### config.mk
export PLATFORM = sky130hd
export DESIGN_NAME = imu_stationary_detector_flat
export DESIGN_NICKNAME = d
export VERILOG_FILES = /design/src/sv/isd_pkg.sv /design/src/sv/isd_sample_if.sv /design/src/sv/isd_result_if.sv /design/src/sv/imu_stationary_detector.sv /design/src/sv/isd_ctrl.sv /design/src/sv/isd_datapath.sv /design/src/flat_wrapper.sv
export SDC_FILE = /design/constraint.sdc
export NUM_CORES = 2
export LEC_CHECK = 0
export ABC_AREA = 1
export BUFFER_PORTS_ARGS = -buffer_cell sky130_fd_sc_hd__clkbuf_2
export CORE_MARGIN = 1.5
export CORE_UTILIZATION = 45
export DETAILED_ROUTE_END_ITERATION = 16
export GPL_TIMING_DRIVEN = 0
export SYNTH_ARGS = -nofsm -noshare
export SYNTH_HDL_FRONTEND = slang
export SYNTH_SLANG_ARGS = --single-unit
### constraint.sdc
create_clock -name clk -period 10 [get_ports clk]
set_clock_uncertainty 0.1 [all_clocks]
set_input_delay 2 -clock clk [delete_from_list [all_inputs] [get_ports clk]]
set_output_delay 2 -clock clk [all_outputs]
set_load 0.05 [all_outputs]
### src/sv/isd_pkg.sv
`timescale 1ns / 1ps
// ----------------------------------------------------------------------------
// IMU stationary detector package
// Shared widths, payload and control types, and register indexes.
// ----------------------------------------------------------------------------
package isd_pkg;

  localparam int GYRO_W   = 16;  // gyro axis sample, two's complement
  localparam int ACCEL_W  = 15;  // accel axis sample, two's complement
  localparam int GMAG_W   = 16;  // gyro magnitude and gyro threshold
  localparam int AMAG_W   = 15;  // accel magnitude, change and threshold
  localparam int RUN_W    = 4;   // run counters and hold count
  localparam int AXES     = 3;

  // Both sums of squares fit 32 bits; the root unit retires one bit a step.
  localparam int SUM_W    = 32;
  localparam int GPROD_W  = 2 * GYRO_W;
  localparam int APROD_W  = 2 * ACCEL_W;
  localparam int ROOT_W   = SUM_W / 2;
  localparam int REM_W    = ROOT_W + 2;
  localparam int CNT_W    = $clog2(ROOT_W);

  localparam logic [CNT_W-1:0] SQ_LAST   = CNT_W'(AXES);
  localparam logic [CNT_W-1:0] ROOT_LAST = CNT_W'(ROOT_W - 1);
  localparam logic [RUN_W-1:0] RUN_MAX   = '1;

  // Configuration port
  localparam int ADDR_W   = 4;
  localparam int DATA_W   = 32;
  localparam int REG_IDX_W = ADDR_W - 2;

  typedef logic [REG_IDX_W-1:0] reg_idx_t;
  localparam reg_idx_t REG_GYRO_THR  = reg_idx_t'(0);
  localparam reg_idx_t REG_ACCEL_THR = reg_idx_t'(1);
  localparam reg_idx_t REG_HOLD      = reg_idx_t'(2);

  localparam logic [GMAG_W-1:0] GYRO_THR_RST  = GMAG_W'(123);
  localparam logic [AMAG_W-1:0] ACCEL_THR_RST = AMAG_W'(8);
  localparam logic [RUN_W-1:0]  HOLD_RST      = RUN_W'(5);

  typedef logic signed [GYRO_W-1:0]  gyro_t;
  typedef logic signed [ACCEL_W-1:0] accel_t;

  typedef struct packed {
    gyro_t  gyro_x;
    gyro_t  gyro_y;
    gyro_t  gyro_z;
    accel_t accel_x;
    accel_t accel_y;
    accel_t accel_z;
  } isd_sample_t;

  typedef struct packed {
    logic              is_stationary;
    logic [GMAG_W-1:0] gyro_magnitude;
    logic [AMAG_W-1:0] accel_magnitude;
    logic [AMAG_W-1:0] accel_change;
    logic [RUN_W-1:0]  run_length;
  } isd_result_t;

  typedef struct packed {
    logic [GMAG_W-1:0] gyro_rate_limit;
    logic [AMAG_W-1:0] accel_change_threshold;
    logic [RUN_W-1:0]  hold_count;
  } isd_cfg_t;

  typedef struct packed {
    logic load;       // capture a new sample, clear the sums
    logic mul_step;   // square the next axis pair
    logic acc_step;   // add the registered squares into the sums
    logic root_step;  // one bit of both square roots
    logic update;     // detector state update and result load
  } isd_cmd_t;

  typedef struct packed {
    logic out_free;   // result register empty or being taken
  } isd_status_t;

endpackage

### src/sv/isd_sample_if.sv
`timescale 1ns / 1ps
// ----------------------------------------------------------------------------
// IMU sample channel
// Valid/ready channel carrying one gyro and accel sample per transaction.
// ----------------------------------------------------------------------------
interface isd_sample_if import isd_pkg::*; ();
  logic   valid;
  logic   ready;
  gyro_t  gyro_x;
  gyro_t  gyro_y;
  gyro_t  gyro_z;
  accel_t accel_x;
  accel_t accel_y;
  accel_t accel_z;

  modport source (output valid, gyro_x, gyro_y, gyro_z, accel_x, accel_y, accel_z,
                  input ready);
  modport sink (input valid, gyro_x, gyro_y, gyro_z, accel_x, accel_y, accel_z,
                output ready);
endinterface

### src/sv/isd_result_if.sv
`timescale 1ns / 1ps
// ----------------------------------------------------------------------------
// Detector result channel
// Valid/ready channel carrying one detector result per transaction.
// ----------------------------------------------------------------------------
interface isd_result_if import isd_pkg::*; ();
  logic              valid;
  logic              ready;
  logic              is_stationary;
  logic [GMAG_W-1:0] gyro_magnitude;
  logic [AMAG_W-1:0] accel_magnitude;
  logic [AMAG_W-1:0] accel_change;
  logic [RUN_W-1:0]  run_length;

  modport source (output valid, is_stationary, gyro_magnitude, accel_magnitude,
                  accel_change, run_length, input ready);
  modport sink (input valid, is_stationary, gyro_magnitude, accel_magnitude,
                accel_change, run_length, output ready);
endinterface

### src/sv/imu_stationary_detector.sv
`timescale 1ns / 1ps
// ----------------------------------------------------------------------------
// IMU stationary detector
// Gyro and accel magnitudes with a hysteresis-filtered zero-motion flag.
// ----------------------------------------------------------------------------
// Usage:
//   Samples enter on the valid/ready channel "sample" (three gyro axes and
//   three accel axes); one result per sample leaves on "result". Thresholds
//   and the hold count are written over the APB-style port at byte addresses
//   0, 4 and 8; reads return the current values.
//   Each sample passes from its transaction to a valid result through the
//   squaring phase on the two shared squaring multipliers and their accumulators,
//   sixteen iterations of the bit-per-cycle square root units (gyro and accel
//   run side by side) and an update. The controller then returns to idle to take
//   the next sample. One sample is in flight at a time: the next sample is
//   taken only after the previous one has been updated.
//   The result sits in an output register; a new sample is taken while it
//   waits. If the receiver stalls, the next sample halts before its update
//   until the register is free, and no sample is taken meanwhile.
//   Reset (synchronous, active high) restores the default thresholds, sets the
//   flag to stationary and clears the run counters and accel history.
// ----------------------------------------------------------------------------
module imu_stationary_detector import isd_pkg::*; (
  input  logic              clk,
  input  logic              rst,
  isd_sample_if.sink        sample,
  isd_result_if.source      result,
  input  logic              psel,
  input  logic              penable,
  input  logic              pwrite,
  input  logic [ADDR_W-1:0] paddr,
  input  logic [DATA_W-1:0] pwdata,
  output logic [DATA_W-1:0] prdata,
  output logic              pready
);

  isd_cfg_t    cfg;
  isd_cmd_t    cmd;
  isd_status_t status;
  isd_sample_t sample_data;
  isd_result_t result_data;
  logic        out_valid;
  logic        wr_en;
  reg_idx_t    reg_idx;

  assign pready  = 1'b1;
  assign wr_en   = psel && penable && pwrite;
  assign reg_idx = paddr[ADDR_W-1:2];

  always_ff @(posedge clk) begin
    if (rst) begin
      cfg.gyro_rate_limit        <= GYRO_THR_RST;
      cfg.accel_change_threshold <= ACCEL_THR_RST;
      cfg.hold_count             <= HOLD_RST;
    end else if (wr_en) begin
      case (reg_idx)
        REG_GYRO_THR:  cfg.gyro_rate_limit        <= pwdata[GMAG_W-1:0];
        REG_ACCEL_THR: cfg.accel_change_threshold <= pwdata[AMAG_W-1:0];
        REG_HOLD:      cfg.hold_count             <= pwdata[RUN_W-1:0];
        default: ;
      endcase
    end
  end

  always_comb begin
    case (reg_idx)
      REG_GYRO_THR:  prdata = DATA_W'(cfg.gyro_rate_limit);
      REG_ACCEL_THR: prdata = DATA_W'(cfg.accel_change_threshold);
      REG_HOLD:      prdata = DATA_W'(cfg.hold_count);
      default:       prdata = '0;
    endcase
  end

  assign sample_data.gyro_x  = sample.gyro_x;
  assign sample_data.gyro_y  = sample.gyro_y;
  assign sample_data.gyro_z  = sample.gyro_z;
  assign sample_data.accel_x = sample.accel_x;
  assign sample_data.accel_y = sample.accel_y;
  assign sample_data.accel_z = sample.accel_z;

  isd_ctrl u_ctrl (
    .clk          (clk),
    .rst          (rst),
    .sample_valid (sample.valid),
    .sample_ready (sample.ready),
    .status       (status),
    .cmd          (cmd)
  );

  isd_datapath u_datapath (
    .clk       (clk),
    .rst       (rst),
    .cmd       (cmd),
    .cfg       (cfg),
    .sample    (sample_data),
    .out_ready (result.ready),
    .out_valid (out_valid),
    .result    (result_data),
    .status    (status)
  );

  assign result.valid           = out_valid;
  assign result.is_stationary   = result_data.is_stationary;
  assign result.gyro_magnitude  = result_data.gyro_magnitude;
  assign result.accel_magnitude = result_data.accel_magnitude;
  assign result.accel_change    = result_data.accel_change;
  assign result.run_length      = result_data.run_length;

endmodule

### src/sv/isd_ctrl.sv
`timescale 1ns / 1ps
// ----------------------------------------------------------------------------
// Detector controller
// Sequences squaring, square root iterations and the state update per sample.
// ----------------------------------------------------------------------------
module isd_ctrl import isd_pkg::*; (
  input  logic        clk,
  input  logic        rst,
  input  logic        sample_valid,
  output logic        sample_ready,
  input  isd_status_t status,
  output isd_cmd_t    cmd
);

  typedef enum logic [1:0] {IDLE, SQUARE, ROOT, UPDATE} state_t;

  state_t           state, state_next;
  logic [CNT_W-1:0] cnt, cnt_next;

  always_comb begin
    state_next   = state;
    cnt_next     = cnt;
    cmd          = '0;
    sample_ready = (state == IDLE);
    case (state)
      IDLE: begin
        if (sample_valid) begin
          cmd.load   = 1'b1;
          state_next = SQUARE;
          cnt_next   = '0;
        end
      end
      SQUARE: begin
        // Products are registered, so each add comes in the cycle after its multiply.
        cmd.mul_step = (cnt < SQ_LAST);
        cmd.acc_step = (cnt != '0);
        cnt_next     = cnt + CNT_W'(1);
        if (cnt == SQ_LAST) begin
          state_next = ROOT;
          cnt_next   = '0;
        end
      end
      ROOT: begin
        cmd.root_step = 1'b1;
        cnt_next      = cnt + CNT_W'(1);
        if (cnt == ROOT_LAST) begin
          state_next = UPDATE;
          cnt_next   = '0;
        end
      end
      UPDATE: begin
        if (status.out_free) begin
          cmd.update = 1'b1;
          state_next = IDLE;
        end
      end
      default: state_next = IDLE;
    endcase
  end

  always_ff @(posedge clk) begin
    if (rst) begin
      state <= IDLE;
      cnt   <= '0;
    end else begin
      state <= state_next;
      cnt   <= cnt_next;
    end
  end

  a_busy_after_accept: assert property (@(posedge clk) disable iff (rst)
    (sample_valid && sample_ready) |=> !sample_ready)
    else $error("controller accepted a sample while busy");

  a_update_needs_room: assert property (@(posedge clk) disable iff (rst)
    cmd.update |-> status.out_free)
    else $error("result loaded while the output register was occupied");

  a_phases_exclusive: assert property (@(posedge clk) disable iff (rst)
    !(cmd.mul_step && cmd.root_step) && !(cmd.load && cmd.update))
    else $error("overlapping datapath commands");

endmodule

### src/sv/isd_datapath.sv
`timescale 1ns / 1ps
// ----------------------------------------------------------------------------
// Detector datapath
// Squares, square roots, accel change, run counters and the result register.
// ----------------------------------------------------------------------------
module isd_datapath import isd_pkg::*; (
  input  logic        clk,
  input  logic        rst,
  input  isd_cmd_t    cmd,
  input  isd_cfg_t    cfg,
  input  isd_sample_t sample,
  input  logic        out_ready,
  output logic        out_valid,
  output isd_result_t result,
  output isd_status_t status
);

  typedef struct packed {
    logic [REM_W-1:0]  rem;
    logic [ROOT_W-1:0] root;
  } root_t;

  // One step of the digit-by-digit square root: bring down two radicand bits.
  function automatic root_t root_iter(root_t cur, logic [1:0] pair);
    logic [REM_W+1:0] trial;
    logic [REM_W+1:0] sub;
    root_t            nxt;
    trial = {cur.rem, pair};
    sub   = {2'b00, cur.root, 2'b01};
    if (trial >= sub) begin
      nxt.rem  = REM_W'(trial - sub);
      nxt.root = {cur.root[ROOT_W-2:0], 1'b1};
    end else begin
      nxt.rem  = REM_W'(trial);
      nxt.root = {cur.root[ROOT_W-2:0], 1'b0};
    end
    return nxt;
  endfunction

  gyro_t               gyro_axis [AXES];
  accel_t              accel_axis [AXES];
  logic [GPROD_W-1:0]  gprod;
  logic [APROD_W-1:0]  aprod;
  logic [SUM_W-1:0]    gsum, asum;
  root_t               groot, aroot;
  logic [GYRO_W-1:0]   gabs;
  logic [ACCEL_W-1:0]  aabs;

  logic                flag, flag_next;
  logic [RUN_W-1:0]    still_run, still_next;
  logic [RUN_W-1:0]    moving_run, moving_next;
  logic [AMAG_W-1:0]   prev_mag;
  logic [AMAG_W-1:0]   held_change, change_next;
  logic [AMAG_W-1:0]   amag;
  logic [GMAG_W-1:0]   gmag;
  logic [RUN_W-1:0]    still_inc, moving_inc;
  logic                still;

  // Magnitude of the head axis; the most negative code maps to its own magnitude.
  assign gabs = gyro_axis[0][GYRO_W-1] ? (~gyro_axis[0] + GYRO_W'(1)) : gyro_axis[0];
  assign aabs = accel_axis[0][ACCEL_W-1] ? (~accel_axis[0] + ACCEL_W'(1))
                                         : accel_axis[0];

  always_ff @(posedge clk) begin
    if (cmd.load) begin
      gyro_axis  <= '{sample.gyro_x, sample.gyro_y, sample.gyro_z};
      accel_axis <= '{sample.accel_x, sample.accel_y, sample.accel_z};
      gsum       <= '0;
      asum       <= '0;
      groot      <= '0;
      aroot      <= '0;
    end else begin
      if (cmd.mul_step) begin
        gprod <= gabs * gabs;
        aprod <= aabs * aabs;
        for (int i = 0; i < AXES - 1; i++) begin
          gyro_axis[i]  <= gyro_axis[i+1];
          accel_axis[i] <= accel_axis[i+1];
        end
      end
      if (cmd.acc_step) begin
        gsum <= gsum + SUM_W'(gprod);
        asum <= asum + SUM_W'(aprod);
      end
      if (cmd.root_step) begin
        groot <= root_iter(groot, gsum[SUM_W-1 -: 2]);
        aroot <= root_iter(aroot, asum[SUM_W-1 -: 2]);
        gsum  <= {gsum[SUM_W-3:0], 2'b00};
        asum  <= {asum[SUM_W-3:0], 2'b00};
      end
    end
  end

  // The accel sum stays below 2^30, so its root fits the 15-bit field.
  assign gmag = groot.root;
  assign amag = aroot.root[AMAG_W-1:0];

  always_comb begin
    change_next = held_change;
    if (prev_mag != '0) begin
      change_next = (amag >= prev_mag) ? (amag - prev_mag) : (prev_mag - amag);
    end
    still = (gmag < cfg.gyro_rate_limit) && (change_next < cfg.accel_change_threshold);

    still_inc  = (still_run < RUN_MAX) ? still_run + RUN_W'(1) : still_run;
    moving_inc = (moving_run < RUN_MAX) ? moving_run + RUN_W'(1) : moving_run;
    flag_next   = flag;
    still_next  = still_run;
    moving_next = moving_run;
    if (still) begin
      moving_next = '0;
      still_next  = still_inc;
      if (still_inc >= cfg.hold_count) begin
        flag_next  = 1'b1;
        still_next = cfg.hold_count;
      end
    end else begin
      still_next  = '0;
      moving_next = moving_inc;
      if (moving_inc >= cfg.hold_count) begin
        flag_next   = 1'b0;
        moving_next = cfg.hold_count;
      end
    end
  end

  assign status.out_free = !out_valid || out_ready;

  always_ff @(posedge clk) begin
    if (rst) begin
      flag        <= 1'b1;
      still_run   <= '0;
      moving_run  <= '0;
      prev_mag    <= '0;
      held_change <= '0;
      out_valid   <= 1'b0;
    end else if (cmd.update) begin
      flag        <= flag_next;
      still_run   <= still_next;
      moving_run  <= moving_next;
      prev_mag    <= amag;
      held_change <= change_next;
      out_valid   <= 1'b1;
    end else if (out_ready) begin
      out_valid   <= 1'b0;
    end
  end

  always_ff @(posedge clk) begin
    if (cmd.update) begin
      result.is_stationary   <= flag_next;
      result.gyro_magnitude  <= gmag;
      result.accel_magnitude <= amag;
      result.accel_change    <= change_next;
      result.run_length      <= flag_next ? still_next : moving_next;
    end
  end

  a_update_shows: assert property (@(posedge clk) disable iff (rst)
    cmd.update |=> out_valid && (result.is_stationary == flag))
    else $error("result register does not follow the state update");

  a_run_matches: assert property (@(posedge clk) disable iff (rst)
    cmd.update |=> result.run_length == (flag ? still_run : moving_run))
    else $error("run length does not match the active run counter");

  a_state_holds: assert property (@(posedge clk) disable iff (rst)
    !cmd.update |=> $stable(held_change) && $stable(prev_mag) && $stable(flag))
    else $error("detector state changed outside an update");

  a_load_clears: assert property (@(posedge clk) disable iff (rst)
    cmd.load |=> (gsum == '0) && (asum == '0) && (groot == '0))
    else $error("sums not cleared at sample capture");

endmodule
### src/flat_wrapper.sv
// flat-port wrapper written by rule: the top's interface ports become plain ports
module imu_stationary_detector_flat import isd_pkg::*;
  (clk, rst, psel, penable, pwrite, paddr, pwdata, prdata, pready, sample_valid, sample_gyro_x, sample_gyro_y, sample_gyro_z, sample_accel_x, sample_accel_y, sample_accel_z, sample_ready, result_valid, result_is_stationary, result_gyro_magnitude, result_accel_magnitude, result_accel_change, result_run_length, result_ready);
  isd_sample_if sample_i ();
  isd_result_if result_i ();
  input  logic clk;
  input  logic rst;
  input  logic psel;
  input  logic penable;
  input  logic pwrite;
  input  logic [ADDR_W-1:0] paddr;
  input  logic [DATA_W-1:0] pwdata;
  output logic [DATA_W-1:0] prdata;
  output logic pready;
  input wire logic [$bits(sample_i.valid)-1:0] sample_valid;
  input wire logic [$bits(sample_i.gyro_x)-1:0] sample_gyro_x;
  input wire logic [$bits(sample_i.gyro_y)-1:0] sample_gyro_y;
  input wire logic [$bits(sample_i.gyro_z)-1:0] sample_gyro_z;
  input wire logic [$bits(sample_i.accel_x)-1:0] sample_accel_x;
  input wire logic [$bits(sample_i.accel_y)-1:0] sample_accel_y;
  input wire logic [$bits(sample_i.accel_z)-1:0] sample_accel_z;
  output wire logic [$bits(sample_i.ready)-1:0] sample_ready;
  output wire logic [$bits(result_i.valid)-1:0] result_valid;
  output wire logic [$bits(result_i.is_stationary)-1:0] result_is_stationary;
  output wire logic [$bits(result_i.gyro_magnitude)-1:0] result_gyro_magnitude;
  output wire logic [$bits(result_i.accel_magnitude)-1:0] result_accel_magnitude;
  output wire logic [$bits(result_i.accel_change)-1:0] result_accel_change;
  output wire logic [$bits(result_i.run_length)-1:0] result_run_length;
  input wire logic [$bits(result_i.ready)-1:0] result_ready;
  assign sample_i.valid = sample_valid;
  assign sample_i.gyro_x = sample_gyro_x;
  assign sample_i.gyro_y = sample_gyro_y;
  assign sample_i.gyro_z = sample_gyro_z;
  assign sample_i.accel_x = sample_accel_x;
  assign sample_i.accel_y = sample_accel_y;
  assign sample_i.accel_z = sample_accel_z;
  assign sample_ready = sample_i.ready;
  assign result_valid = result_i.valid;
  assign result_is_stationary = result_i.is_stationary;
  assign result_gyro_magnitude = result_i.gyro_magnitude;
  assign result_accel_magnitude = result_i.accel_magnitude;
  assign result_accel_change = result_i.accel_change;
  assign result_run_length = result_i.run_length;
  assign result_i.ready = result_ready;
  imu_stationary_detector u_core (.clk(clk), .rst(rst), .sample(sample_i), .result(result_i), .psel(psel), .penable(penable), .pwrite(pwrite), .paddr(paddr), .pwdata(pwdata), .prdata(prdata), .pready(pready));
endmodule
==> results.txt <==
The library cell occupying the most area in the post-synthesis netlist is sky130_fd_sc_hd__edfxtp_1. The number of max-capacitance violations reported is 0. The worst register-to-register path has a setup slack of 1.23 ns. Setup repair after global routing left no endpoint under its margin. The post-route minimum period came out at 8.77 ns. The highest layer touched by signal routing is met5. For this block, the initial DRC count from the detailed router was 1687. The number of warnings reported in the yosys synthesis log is 0. The actual transition at the worst max-transition pin is 1.11 ns. Counting flops with an async set or reset pin after synthesis yields a share of 0%. TritonCTS created 49 clock buffers. The final HPWL from detailed placement is 82500 um. For the worst setup path, the data required time is 10.23 ns. The via count of the first global-routing pass came out at 32.0k.

The count of placed standard cells in the final layout, fillers left out is 6262. Along the worst path, the maximum fanout reaches 10. For this run, the total global-route usage over all layers was measured as 23.5%. The die is 294 um wide. Once the floorplan was initialized, standard cells occupied 45.5% of the core. The count of mapped cells out of synthesis is 4812. The worst register-to-register path ends at u_core.u_datapath.aprod[29]. 0 antenna diodes ended up in the layout.

The post-detailed-route via-to-cell ratio came out at 5.06. The placed standard-cell area came out at 40600 sq um. For this design the top-level I/O count stands at 222. The class of the worst hold path is register to register. The tree built by TritonCTS fans out to 417 sinks. The most used flip-flop cell after synthesis is sky130_fd_sc_hd__dfxtp_1.

The height of the chip came out at 294 um. The category of the worst setup path launch point is a register. The hold-fix buffer count after cts came out at 0. The count of cells resized by post-cts repair came out at 0. In this run the worst setup path begins at u_core.u_datapath.accel_axis[30]. The post-layout utilization of the core is 50.6%. In this run the biggest area consumer among cell types represents 16.1% of the synthesized area. The number of iterations in the first detailed-routing pass is 5. The detailed route wirelength on metal3 came out at 5660 um. The clock tree buffer depth came out at 3. The final number of max-transition violations came out at 0. The initial antenna violation count is 1.

The clock tree from TritonCTS is built. The number of nets still failing antenna checks after routing came out at 0. The library cell used most frequently in the layout, excluding fill and tap cells, is sky130_fd_sc_hd__nand2_1. The critical path is of the register to register type. The clock network latency to the later pin of the worst-skew pair came out at 0.61 ns.

Averaged over all synthesized cells, the footprint is 7.91 sq um. The clock edge transition at the registers on the reported setup and hold paths came out at 0.06 ns. With fillers left out, the area of the finished cells amounts to 42300 sq um. The startpoint identified for the worst register-to-register timing path is u_core.u_datapath.accel_axis[30].

The number of cells on the worst reg-to-reg path is 26. For this block, the via count after detailed routing is 31.7k. The largest net degree at the start of global routing came out at 61. The flip-flop and latch count after synthesis is 417. In the final routed layout, each cell accounts on average for 16.1 um. The final wirelength is 101000 um. The worst hold path terminates at u_core.u_datapath.groot[32]. The first global-routing pass estimated 163000 um of wire.

In this run the most critical hold path is launched from u_core.u_datapath.groot[32]. For the final routed database, the setup TNS stands at 0 ns. The number of flops mapped to enable cells by yosys came out at 204. Cells with a size suffix above 1 make up 8.23% of the layout. The root buffer cell chosen for the clock tree is sky130_fd_sc_hd__clkbuf_16. The core area came out at 83700 sq um. Derived from the worst setup path, the maximum achievable clock frequency is 0.114 GHz. STA classifies the critical path endpoint as a register. The floorplan die area is 86400 sq um. The worst path arrival time came out at 9.01 ns. The final-report setup violation count is 0. The total placed cells including tap cells came out at 6170.

The quantity of I/O buffers inserted on ports is 185. By area the synthesized netlist is led by sky130_fd_sc_hd__edfxtp_1 (16%), sky130_fd_sc_hd__fa_1 (16%), sky130_fd_sc_hd__ha_1 (12%). The number of nets at the end of the flow came out at 5883. The netlist uses 66 different library cells. The top cell types in the final layout, fill and taps aside, are sky130_fd_sc_hd__nand2_1 (1080), sky130_fd_sc_hd__inv_1 (861), sky130_fd_sc_hd__nor2_1 (376). The cell depth of the worst min-delay path came out at 2. The deepest level of the CTS H-tree came out at 2. The max-slew headroom at the worst pin came out at 25.9%. Routability-driven placement finished with a final weighted congestion of 0.932. The post-route clock period utilization came out at 87.7%. The leftover overflow at the end of global routing came out at 0. The signed area change from the synthesized netlist to the final layout came out at 11.2%. The met2 routed wirelength came out at 47600 um. The number of endpoints with negative hold slack in the final report came out at 0. The number of rows in the core area is 106. After detailed routing, the number of remaining DRC violations is 0. The run finished with clean final reports. The combined area of all synthesized cells came out at 38100 sq um.

The share of the yosys chip area belonging to registers came out at 27.3%. The number of setup buffers added after CTS came out at 0. In the final routing, the length of wire on met1 measures 44300 um.
critical path, stage by stage, from the launching register on:
cell and delay (ns):
sky130_fd_sc_hd__edfxtp_1 0.43, sky130_fd_sc_hd__inv_2 0.21, sky130_fd_sc_hd__clkbuf_1 0.63, sky130_fd_sc_hd__ha_1 0.34, sky130_fd_sc_hd__nand3_2 0.09, sky130_fd_sc_hd__nand2_1 0.07
sky130_fd_sc_hd__xor2_1 0.69, sky130_fd_sc_hd__clkinv_1 0.59, sky130_fd_sc_hd__nor2_1 0.31, sky130_fd_sc_hd__inv_1 0.10, sky130_fd_sc_hd__fa_1 0.49, sky130_fd_sc_hd__fa_1 0.55
sky130_fd_sc_hd__inv_1 0.06, sky130_fd_sc_hd__fa_1 0.50, sky130_fd_sc_hd__inv_1 0.05, sky130_fd_sc_hd__fa_1 0.46, sky130_fd_sc_hd__fa_1 0.55, sky130_fd_sc_hd__inv_1 0.06
sky130_fd_sc_hd__fa_1 0.49, sky130_fd_sc_hd__ha_1 0.39, sky130_fd_sc_hd__nand2_1 0.09, sky130_fd_sc_hd__o21ai_0 0.28, sky130_fd_sc_hd__a21oi_1 0.11, sky130_fd_sc_hd__o21bai_1 0.27
sky130_fd_sc_hd__nand3_1 0.17, sky130_fd_sc_hd__o21ai_0 0.32, sky130_fd_sc_hd__xnor2_1 0.11
per-layer routing:
layer / GRT usage [%] / up-vias
met4: 7.68 / 2
met3: 3.16 / 184
met2: 40.8 / 806
li1: - / 15959
met1: 30.1 / 14734
met5: 0 / -
kinds of logic after synthesis:
kind of cell               share of synthesized area, %
and+or+nand+nor                                    19.9
buffers and inverters                              10.5
AOI/OAI and AO/OA                                  11.6
adders and majority gates                          27.7
DFF                                                27.3
xor gates and xnor gates                           2.94
muxes                                            0.0822
other                                            0.0197
registers in the layout, indices dropped and copies added (netlist names):
name,cells
u_core.cfg,35
u_core.u_ctrl.cnt,4
u_core.u_ctrl.state,2
u_core.u_datapath.accel_axis,45
u_core.u_datapath.amag,15
u_core.u_datapath.aprod,29
u_core.u_datapath.aroot,19
u_core.u_datapath.asum,32
u_core.u_datapath.flag,1
u_core.u_datapath.gmag,16
u_core.u_datapath.gprod,31
u_core.u_datapath.groot,18
u_core.u_datapath.gsum,32
u_core.u_datapath.gyro_axis,48
u_core.u_datapath.held_change,15
u_core.u_datapath.moving_run,4
u_core.u_datapath.out_valid,1
u_core.u_datapath.prev_mag,15
u_core.u_datapath.result,51
u_core.u_datapath.still_run,4
Yosys cell counts, types with 3 or more instances:
cell type                      n
sky130_fd_sc_hd__inv_2        16
sky130_fd_sc_hd__clkinv_1      8
sky130_fd_sc_hd__o221ai_1      4
sky130_fd_sc_hd__a211oi_1      4
sky130_fd_sc_hd__clkbuf_8      4
sky130_fd_sc_hd__dfxtp_1     213
sky130_fd_sc_hd__buf_4        22
sky130_fd_sc_hd__ha_1        356
sky130_fd_sc_hd__a31oi_1      44
sky130_fd_sc_hd__a21oi_1     303
sky130_fd_sc_hd__a21boi_0     16
sky130_fd_sc_hd__xor2_1       87
sky130_fd_sc_hd__o22ai_1      64
sky130_fd_sc_hd__a21oi_2       7
sky130_fd_sc_hd__o21a_1       17
sky130_fd_sc_hd__nand3_1     175
sky130_fd_sc_hd__nand3b_1     16
sky130_fd_sc_hd__inv_1       861
sky130_fd_sc_hd__xnor2_1      39
sky130_fd_sc_hd__nor4_1       10
sky130_fd_sc_hd__buf_2        18
sky130_fd_sc_hd__nor2_4        3
sky130_fd_sc_hd__nor3_1       35
sky130_fd_sc_hd__o21ai_1      13
sky130_fd_sc_hd__nand4_1      45
sky130_fd_sc_hd__clkbuf_1     76
sky130_fd_sc_hd__o31ai_1       4
sky130_fd_sc_hd__nand2_1    1081
sky130_fd_sc_hd__o21ai_0     217
sky130_fd_sc_hd__nor2_2        3
sky130_fd_sc_hd__a21o_1       26
sky130_fd_sc_hd__o211ai_1     18
sky130_fd_sc_hd__nand2_2      22
sky130_fd_sc_hd__edfxtp_1    204
sky130_fd_sc_hd__o21bai_1     22
sky130_fd_sc_hd__nor2_1      377
sky130_fd_sc_hd__buf_1         5
sky130_fd_sc_hd__fa_1        304
sky130_fd_sc_hd__o2111ai_1     4
sky130_fd_sc_hd__nand3_2       9
sky130_fd_sc_hd__or2_2        23
worst max path at each step:
stage	endpoint	slack, ns	depth (start not counted)
2_1_floorplan	u_core.u_datapath.gprod[30]	2.94	35
3_3_place_gp	u_core.u_datapath.gprod[25]	1.11	6
3_5_place_dp	u_core.u_datapath.aprod[29]	1.26	26
4_1_cts	u_core.u_datapath.aprod[29]	1.22	26
5_1_grt	u_core.u_datapath.aprod[29]	0.88	29
6_report	u_core.u_datapath.aprod[29]	1.23	26
cell type report:
type	count	area (sq um)
Multi-Input combinational cell	3418	23800
Buffer	128	662
Inverter	885	3320
Fill cell	8200	41400
Clock inverter	24	298
Sequential cell	417	10400
Timing Repair Buffer	188	986
Tap cell	1134	1420
Clock buffer	68	1410
stage by stage:
step,hold WS [ns],worst slack (ns)
2_1_floorplan,0.325,2.94
4_1_cts,0.357,1.22
3_5_place_dp,0.345,1.26
5_1_grt,0.385,0.876
6_report,0.355,1.23
3_3_place_gp,0.343,1.11
Power is not shown: default switching activity piles up to over one toggle a cycle in this logic, so the estimate is an artifact.
